$ cat config.mk
export PLATFORM = sky130hd
export DESIGN_NAME = byte_run_length_decoder
export DESIGN_NICKNAME = d
export VERILOG_FILES = /design/src/hdl/brld_pkg.sv /design/src/hdl/brld_in_reg.sv /design/src/hdl/brld_core.sv /design/src/hdl/byte_run_length_decoder.sv
export SDC_FILE = /design/constraint.sdc
export NUM_CORES = 1
export LEC_CHECK = 0
export CAP_MARGIN = 20
export CORE_UTILIZATION = 35
export DETAILED_ROUTE_END_ITERATION = 6
export DONT_BUFFER_PORTS = 1
export GPL_TIMING_DRIVEN = 0
export MAX_ROUTING_LAYER = met4
export PLACE_DENSITY = 0.49
export SLEW_MARGIN = 25
export SYNTH_ARGS = -nofsm -noshare
export SYNTH_HDL_FRONTEND = slang
export SYNTH_SLANG_ARGS = --single-unit
$ cat constraint.sdc
create_clock -name aclk -period 6.65 [get_ports aclk]
set_clock_uncertainty 0.05 [all_clocks]
set_input_delay 0.665 -clock aclk [delete_from_list [all_inputs] [get_ports aclk]]
set_output_delay 0.665 -clock aclk [all_outputs]
set_load 0.05 [all_outputs]
$ cat src/hdl/brld_pkg.sv
// ----------------------------------------------------------------------------
// brld_pkg
// Shared types and constants for the byte run-length decoder.
// ----------------------------------------------------------------------------
`default_nettype none

package brld_pkg;

    // decoder phase
    typedef enum logic [1:0] {
        PH_HEADER   = 2'd0,
        PH_LITERAL  = 2'd1,
        PH_REPEAT   = 2'd2,
        PH_FINISHED = 2'd3
    } phase_t;

    // configuration register indexes
    localparam logic CFG_RAW_SIZE    = 1'b0;
    localparam logic CFG_PACKED_SIZE = 1'b1;

    // header bytes at or above this value announce a repeat run
    localparam logic [7:0] REPEAT_BASE = 8'd128;

    // one result item
    typedef struct packed {
        logic [7:0] value_byte;
        logic [7:0] run_length;
        logic       done_res;
        logic       error;
    } result_t;

endpackage : brld_pkg

`default_nettype wire

$ cat src/hdl/brld_in_reg.sv
// ----------------------------------------------------------------------------
// brld_in_reg
// Input register stage: holds one packed byte until the decode stage takes it.
// ----------------------------------------------------------------------------
`default_nettype none

module brld_in_reg (
    input  wire logic       aclk,
    input  wire logic       aresetn,
    input  wire logic       s_valid,
    output logic            s_ready,
    input  wire logic [7:0] s_packed_byte,
    input  wire logic       take,
    output logic            item_valid,
    output logic [7:0]      item_byte
);

    logic       valid_reg, valid_next;
    logic [7:0] byte_reg;
    logic       load;

    // accept a new byte when empty or when the held byte leaves this cycle
    assign s_ready    = !valid_reg || take;
    assign load       = s_valid && s_ready;
    assign valid_next = load ? 1'b1 : (take ? 1'b0 : valid_reg);

    always_ff @(posedge aclk) begin
        if (!aresetn) begin
            valid_reg <= 1'b0;
        end else begin
            valid_reg <= valid_next;
        end
    end

    // payload, no reset
    always_ff @(posedge aclk) begin
        if (load) begin
            byte_reg <= s_packed_byte;
        end
    end

    assign item_valid = valid_reg;
    assign item_byte  = byte_reg;

endmodule : brld_in_reg

`default_nettype wire

$ cat src/hdl/brld_core.sv
// ----------------------------------------------------------------------------
// brld_core
// Decode stage: header parsing, size checks, run counters and result register.
// ----------------------------------------------------------------------------
`default_nettype none

module brld_core
    import brld_pkg::*;
(
    input  wire logic        aclk,
    input  wire logic        aresetn,
    input  wire logic        cfg_we,
    input  wire logic        cfg_index,
    input  wire logic [31:0] cfg_data,
    input  wire logic        item_valid,
    input  wire logic [7:0]  item_byte,
    output logic             take,
    output logic             res_valid,
    output result_t          res,
    input  wire logic        res_ready
);

    phase_t      phase_reg, phase_next;
    logic [7:0]  literal_left_reg, literal_left_next;
    logic [7:0]  repeat_count_reg, repeat_count_next;
    logic [31:0] consumed_reg, consumed_next;
    logic [31:0] produced_reg, produced_next;
    logic [31:0] raw_size_reg, raw_size_next;
    logic [31:0] packed_size_reg, packed_size_next;
    logic        res_valid_reg, res_valid_next;
    result_t     res_reg, res_next;

    logic        emit;
    result_t     res_comb;
    logic [32:0] consumed_inc;
    logic [7:0]  count;
    logic [32:0] lit_packed_end;
    logic [32:0] run_raw_end;
    logic        complete;
    logic [7:0]  run_value;
    logic [7:0]  run_len;

    // decode stage moves when the result register is free or being drained
    assign take = item_valid && (!res_valid_reg || res_ready);

    // header run count: h+1 for literals, 257-h for repeats
    assign count = (item_byte < REPEAT_BASE) ? (item_byte + 8'd1) : (~item_byte + 8'd2);
    assign consumed_inc   = {1'b0, consumed_reg} + 33'd1;
    assign lit_packed_end = consumed_inc + {25'd0, count};
    assign run_raw_end    = {1'b0, produced_reg} + {25'd0, count};

    // decode logic for one packed byte
    always_comb begin
        phase_next        = phase_reg;
        literal_left_next = literal_left_reg;
        repeat_count_next = repeat_count_reg;
        consumed_next     = consumed_reg;
        produced_next     = produced_reg;
        emit              = 1'b0;
        res_comb          = '0;
        complete          = 1'b0;
        run_value         = item_byte;
        run_len           = 8'd0;
        case (phase_reg)
            PH_HEADER: begin
                if (produced_reg >= raw_size_reg) begin
                    phase_next        = PH_FINISHED;
                    emit              = 1'b1;
                    res_comb.done_res = 1'b1;
                end else if (consumed_reg >= packed_size_reg) begin
                    phase_next        = PH_FINISHED;
                    emit              = 1'b1;
                    res_comb.done_res = 1'b1;
                    res_comb.error    = 1'b1;
                end else begin
                    consumed_next = consumed_inc[31:0];
                    if (item_byte < REPEAT_BASE) begin
                        if (lit_packed_end > {1'b0, packed_size_reg} ||
                            run_raw_end > {1'b0, raw_size_reg}) begin
                            phase_next        = PH_FINISHED;
                            emit              = 1'b1;
                            res_comb.done_res = 1'b1;
                            res_comb.error    = 1'b1;
                        end else begin
                            literal_left_next = count;
                            phase_next        = PH_LITERAL;
                        end
                    end else begin
                        if (consumed_inc >= {1'b0, packed_size_reg} ||
                            run_raw_end > {1'b0, raw_size_reg}) begin
                            phase_next        = PH_FINISHED;
                            emit              = 1'b1;
                            res_comb.done_res = 1'b1;
                            res_comb.error    = 1'b1;
                        end else begin
                            repeat_count_next = count;
                            phase_next        = PH_REPEAT;
                        end
                    end
                end
            end
            PH_LITERAL: begin
                consumed_next     = consumed_reg + 32'd1;
                produced_next     = produced_reg + 32'd1;
                literal_left_next = literal_left_reg - 8'd1;
                complete          = (literal_left_next == 8'd0);
                run_len           = 8'd1;
                emit              = 1'b1;
            end
            PH_REPEAT: begin
                consumed_next     = consumed_reg + 32'd1;
                produced_next     = produced_reg + {24'd0, repeat_count_reg};
                repeat_count_next = 8'd0;
                complete          = 1'b1;
                run_len           = repeat_count_reg;
                emit              = 1'b1;
            end
            default: begin
                // finished stream: bytes are dropped
            end
        endcase

        // run result and end-of-stream check
        if (phase_reg == PH_LITERAL || phase_reg == PH_REPEAT) begin
            res_comb.value_byte = run_value;
            res_comb.run_length = run_len;
            if (complete) begin
                phase_next = PH_HEADER;
                if (produced_next >= raw_size_reg) begin
                    phase_next        = PH_FINISHED;
                    res_comb.done_res = 1'b1;
                end else if (consumed_next >= packed_size_reg) begin
                    phase_next        = PH_FINISHED;
                    res_comb.done_res = 1'b1;
                    res_comb.error    = 1'b1;
                end
            end
        end
    end

    // result register update
    always_comb begin
        res_valid_next = res_valid_reg;
        res_next       = res_reg;
        if (res_valid_reg && res_ready) begin
            res_valid_next = 1'b0;
        end
        if (take && emit) begin
            res_valid_next = 1'b1;
            res_next       = res_comb;
        end
    end

    // configuration writes
    always_comb begin
        raw_size_next    = raw_size_reg;
        packed_size_next = packed_size_reg;
        if (cfg_we) begin
            case (cfg_index)
                CFG_RAW_SIZE:    raw_size_next    = cfg_data;
                CFG_PACKED_SIZE: packed_size_next = cfg_data;
                default:         raw_size_next    = raw_size_reg;
            endcase
        end
    end

    // control and state registers
    always_ff @(posedge aclk) begin
        if (!aresetn) begin
            phase_reg        <= PH_HEADER;
            literal_left_reg <= 8'd0;
            repeat_count_reg <= 8'd0;
            consumed_reg     <= 32'd0;
            produced_reg     <= 32'd0;
            raw_size_reg     <= 32'd0;
            packed_size_reg  <= 32'd0;
            res_valid_reg    <= 1'b0;
        end else begin
            raw_size_reg    <= raw_size_next;
            packed_size_reg <= packed_size_next;
            res_valid_reg   <= res_valid_next;
            if (cfg_we && cfg_index == CFG_RAW_SIZE) begin
                // re-arm the decoder
                phase_reg        <= PH_HEADER;
                literal_left_reg <= 8'd0;
                repeat_count_reg <= 8'd0;
                consumed_reg     <= 32'd0;
                produced_reg     <= 32'd0;
            end else if (take) begin
                phase_reg        <= phase_next;
                literal_left_reg <= literal_left_next;
                repeat_count_reg <= repeat_count_next;
                consumed_reg     <= consumed_next;
                produced_reg     <= produced_next;
            end
        end
    end

    // result payload, no reset
    always_ff @(posedge aclk) begin
        res_reg <= res_next;
    end

    assign res_valid = res_valid_reg;
    assign res       = res_reg;

endmodule : brld_core

`default_nettype wire

$ cat src/hdl/byte_run_length_decoder.sv
// each repeat run leaves as one descriptor, each literal byte as its own descriptor
// throughput: one packed byte per cycle while m_ready drains results
// the rate is set by the single decode stage between input and result registers
// reset: synchronous active-low aresetn clears sizes, counters and both stages
// ----------------------------------------------------------------------------
// byte_run_length_decoder
// Decodes a packbits-style byte stream into run descriptors with end status.
// ----------------------------------------------------------------------------
`default_nettype none

module byte_run_length_decoder
    import brld_pkg::*;
(
    input  wire logic        aclk,
    input  wire logic        aresetn,
    input  wire logic        cfg_we,
    input  wire logic        cfg_index,
    input  wire logic [31:0] cfg_data,
    input  wire logic        s_valid,
    output logic             s_ready,
    input  wire logic [7:0]  s_packed_byte,
    output logic             m_valid,
    input  wire logic        m_ready,
    output logic [7:0]       m_value_byte,
    output logic [7:0]       m_run_length,
    output logic             m_done_res,
    output logic             m_error
);

    logic       take;
    logic       item_valid;
    logic [7:0] item_byte;
    result_t    res;

    // input register stage
    brld_in_reg u_in_reg (
        .aclk          (aclk),
        .aresetn       (aresetn),
        .s_valid       (s_valid),
        .s_ready       (s_ready),
        .s_packed_byte (s_packed_byte),
        .take          (take),
        .item_valid    (item_valid),
        .item_byte     (item_byte)
    );

    // decode stage with result register
    brld_core u_core (
        .aclk       (aclk),
        .aresetn    (aresetn),
        .cfg_we     (cfg_we),
        .cfg_index  (cfg_index),
        .cfg_data   (cfg_data),
        .item_valid (item_valid),
        .item_byte  (item_byte),
        .take       (take),
        .res_valid  (m_valid),
        .res        (res),
        .res_ready  (m_ready)
    );

    assign m_value_byte = res.value_byte;
    assign m_run_length = res.run_length;
    assign m_done_res   = res.done_res;
    assign m_error      = res.error;

endmodule : byte_run_length_decoder

`default_nettype wire
==> impl_metrics.csv <==
group,metric,value,unit
power,p_total,2.81,mW
power,power_leakage,7.43,nW
clocking,htree_levels,4,
placement,dp_cells,2627,
floorplanning,rows,77,
timing,hold_viol,0,
power,ir_worst_vdd,0.232,mV
global_route,grt_max_degree,20,
timing,slew_headroom,40.9,%
yosys,post-synth-top-area-cell,"ha_1",
yosys,synth-main-ff-cell,"dfxtp_1",
timing,max_freq,157,MHz
routing,drtIter0Drc,1111,
finish,stdcell_count,2675,
clocking,cts_root_buf,"clkbuf_16",
clocking,cts_sinks,174,
setup_path,start_kind,"flip-flop",
floorplanning,coreArea,44700,µm²
yosys,synth_warnings,0,
yosys,seq_area_frac_synth,23.4,%
setup_path,worstSetupPathType,"flip-flop to flip-flop",
yosys,syn-cell-area,16000,µm²
routing,ant_nets,0,
global_route,grt_pass1_wl,86.5,mm
setup_path,cp.arrival,6.58,ns
floorplanning,die_area,46600,µm²
yosys,synthArstFlopShare,0,%
floorplanning,start_util,35.8,%
run_status,status,"finished, final reports clean",
setup_path,cp_slowest_cell,"dfxtp_2",
routing,wire_per_inst,21.1,µm
global_route,grt_pass1_vias,14282,
finish,nets,2379,
placement,routabilityCongestion,0.924,
clocking,cts_tree,"done",
floorplanning,fp.dieW,216,µm
placement,dp_hpwl,45.7,mm
yosys,synth.area.top_cells,"ha_1 20%, dfxtp_1 19%, nand2_1 7.2%",
finish,n_antenna_cell,0,
finish,multi_input_area,11600,µm²
routing,via_per_inst,5.56,
clocking,cts.clk_slew.worst_paths,0.08,ns
finish,drive_gt1_share,5.76,%
routing,vias,14885,
clocking,clock_path_buffers,2,
hold_path,holdCritPathClass,"input port to flip-flop",
finish,area_growth,10.3,%
yosys,synth_nets,2343,
setup_path,cp-end-kind,"flip-flop",
floorplanning,io_pins,66,
yosys,synth_area_per_cell,7.87,µm²
yosys,synth_seq_cells,174,
floorplanning,fp.dieH,216,µm
setup_path,cp_max_fo,11,
setup_path,slowest_delay,0.43,ns
timing,fin_crit,6.36,ns
setup_path,r2r_cells,28,
timing,drv_slew,0,
finish,fillers,4745,
finish,finalCoreUtilization,39.5,%
timing,fin_setup_tns,0,ns
routing,wl,56.5,mm
global_route,track_usage,25.3,%
finish,seqCellArea,3740,µm²
yosys,syn_inst,2034,
power,power_density,159,nW/µm²
global_route,grt-ovfl-total,0,
timing,fin_crit_sh,95.6,%
timing,setup_viol_count_final,0,
clocking,clock_latency,0.50,ns
hold_path,holdPathStages,0,
placement,numPortBuffers,0,
yosys,yosysUniqueCellTypes,82,
setup_path,critPathRequiredTime,6.87,ns
timing,tightest_slew,0.878,ns
yosys,yosysTopAreaCellShare,20.3,%
routing,drc,0,
yosys,synth_edf_count,26,
clocking,numCtsBuffers,17,
run,cap_violations,0,
routing,firstDrtPassIters,7,
global_route,grt_antenna_before_repair,1,
## stage by stage
stage	hold WS (ns)	setup WS, ns	instance area (µm²)
floorplan	0.391	0.325	16000
global placement	0.402	-2.76	16800
detailed placement	0.408	-1.97	16800
CTS	0.170	0.0337	17500
global route	0.172	-0.00714	17700
finish	0.206	0.291	17700
## report_power, final
| group | switching (mW) | internal [mW] | total, mW |
|---|---|---|---|
| clock | 0.555 | 0.504 | 1.06 |
| combinational | 0.396 | 0.202 | 0.599 |
| sequential | 0.0520 | 1.10 | 1.16 |
| total | 1.00 | 1.81 | 2.81 |
## synthesized netlist by cell type, drive strengths merged (3+ instances only)
cell type,instances
fa,3
a21oi,123
nand3,56
nor4b,3
edfxtp,26
o31ai,5
o21a,13
nand2,308
dfxtp,148
o21bai,8
nand4,64
a2bb2oi,6
nor3,28
a211o,12
xnor2,90
or2,4
a211oi,23
clkbuf,79
o211ai,16
and3,22
or3,16
ha,260
xor2,51
o2111ai,4
or4,10
a21boi,65
o32ai,3
mux2,6
nand4b,3
and2,23
nor2,121
a31oi,24
nor2b,12
buf,13
inv,133
o21ai,122
o31a,3
and3b,3
and4,11
a21o,42
nor4,24
nand2b,12
nand3b,4
## layout by cell type (no fill, tap or decap), drive strengths merged, types with 10 or more instances in the layout
master,synthesis,routed
o21ai,122,122
a31oi,24,24
o21a,13,13
a211oi,23,23
nand2b,12,12
nand2,308,308
or3,16,16
a211o,12,12
or4,10,10
ha,260,260
and2,23,23
dfxtp,148,148
nor2,121,121
nor4,24,24
a21o,42,42
nor3,28,28
inv,133,143
clkbuf,79,96
nand3,56,56
o211ai,16,16
nor2b,12,12
a21oi,123,123
xor2,51,51
and4,11,11
xnor2,90,90
edfxtp,26,26
buf,13,30
nand4,64,64
a21boi,65,65
and3,22,22
## cell type report
class | count | share of cell area, %
Buffer | 92 | 2.15
Clock buffer | 17 | 2.41
Tap cell | 592 | 4.20
Timing Repair Buffer | 17 | 0.744
Clock inverter | 15 | 0.893
Multi-Input combinational cell | 1635 | 65.6
Sequential cell | 174 | 21.2
Inverter | 133 | 2.83
## per-layer routing
metal | wire (µm) | track usage [%] | part of all wire (%) | vias to the layer above
met1 | 26400 | 32.4 | 47 | 7137
met3 | 2970 | 5.29 | 5.2 | 60
li1 | - | - | - | 7319
met2 | 25800 | 39.6 | 46 | 369
met4 | 1380 | 7.87 | 2.4 | 0
met5 | 0 | - | 0 | -
## cell families (layout without fill, tap and decap cells)
kind of cell	count (synthesis)	after routing	synth area share, %
AO/OA/AOI/OAI	495	495	20.0
multiplexers	8	8	0.547
XOR/XNOR	141	141	7.72
flip-flops	174	174	23.4
adder cells (fa/ha/maj)	263	263	20.7
buffers and inverters	225	274	5.43
AND/OR/NAND/NOR	728	728	22.2
## worst paths after layout
path / from / to / slack [ns]
worst min-delay path: s_packed_byte[7] / u_in_reg.item_byte[7] / 0.21
worst max-delay path: u_core.consumed_reg[1] / u_core.res[12] / 0.29
worst max register to register: u_core.consumed_reg[1] / u_core.res[12] / 0.29
worst min register to register: u_core.packed_size_reg[8] / u_core.packed_size_reg[8] / 0.41
## worst max-delay path, delay by kind of cell, from the launching register on
family / cells / cell delay, ns
buffers and inverters: 6 / 1.01
AO/OA/AOI/OAI: 7 / 1.26
AND/OR/NAND/NOR: 10 / 2.04
XOR/XNOR: 2 / 0.37
flip-flops: 1 / 0.43
adder cells (fa/ha/maj): 3 / 0.93
## timing repair
| item | 4_1_cts | 5_1_grt |
|---|---|---|
| pin swaps | 3 | 5 |
| hold buffers | 0 | 0 |
| buffers inserted | 6 | 10 |
| gates resized for setup | 23 | 21 |
| endpoints found under the setup margin | 39 | 36 |
| hold endpoints to repair | 0 | 0 |
No activity file was read; power rests on OpenSTA's default activity.
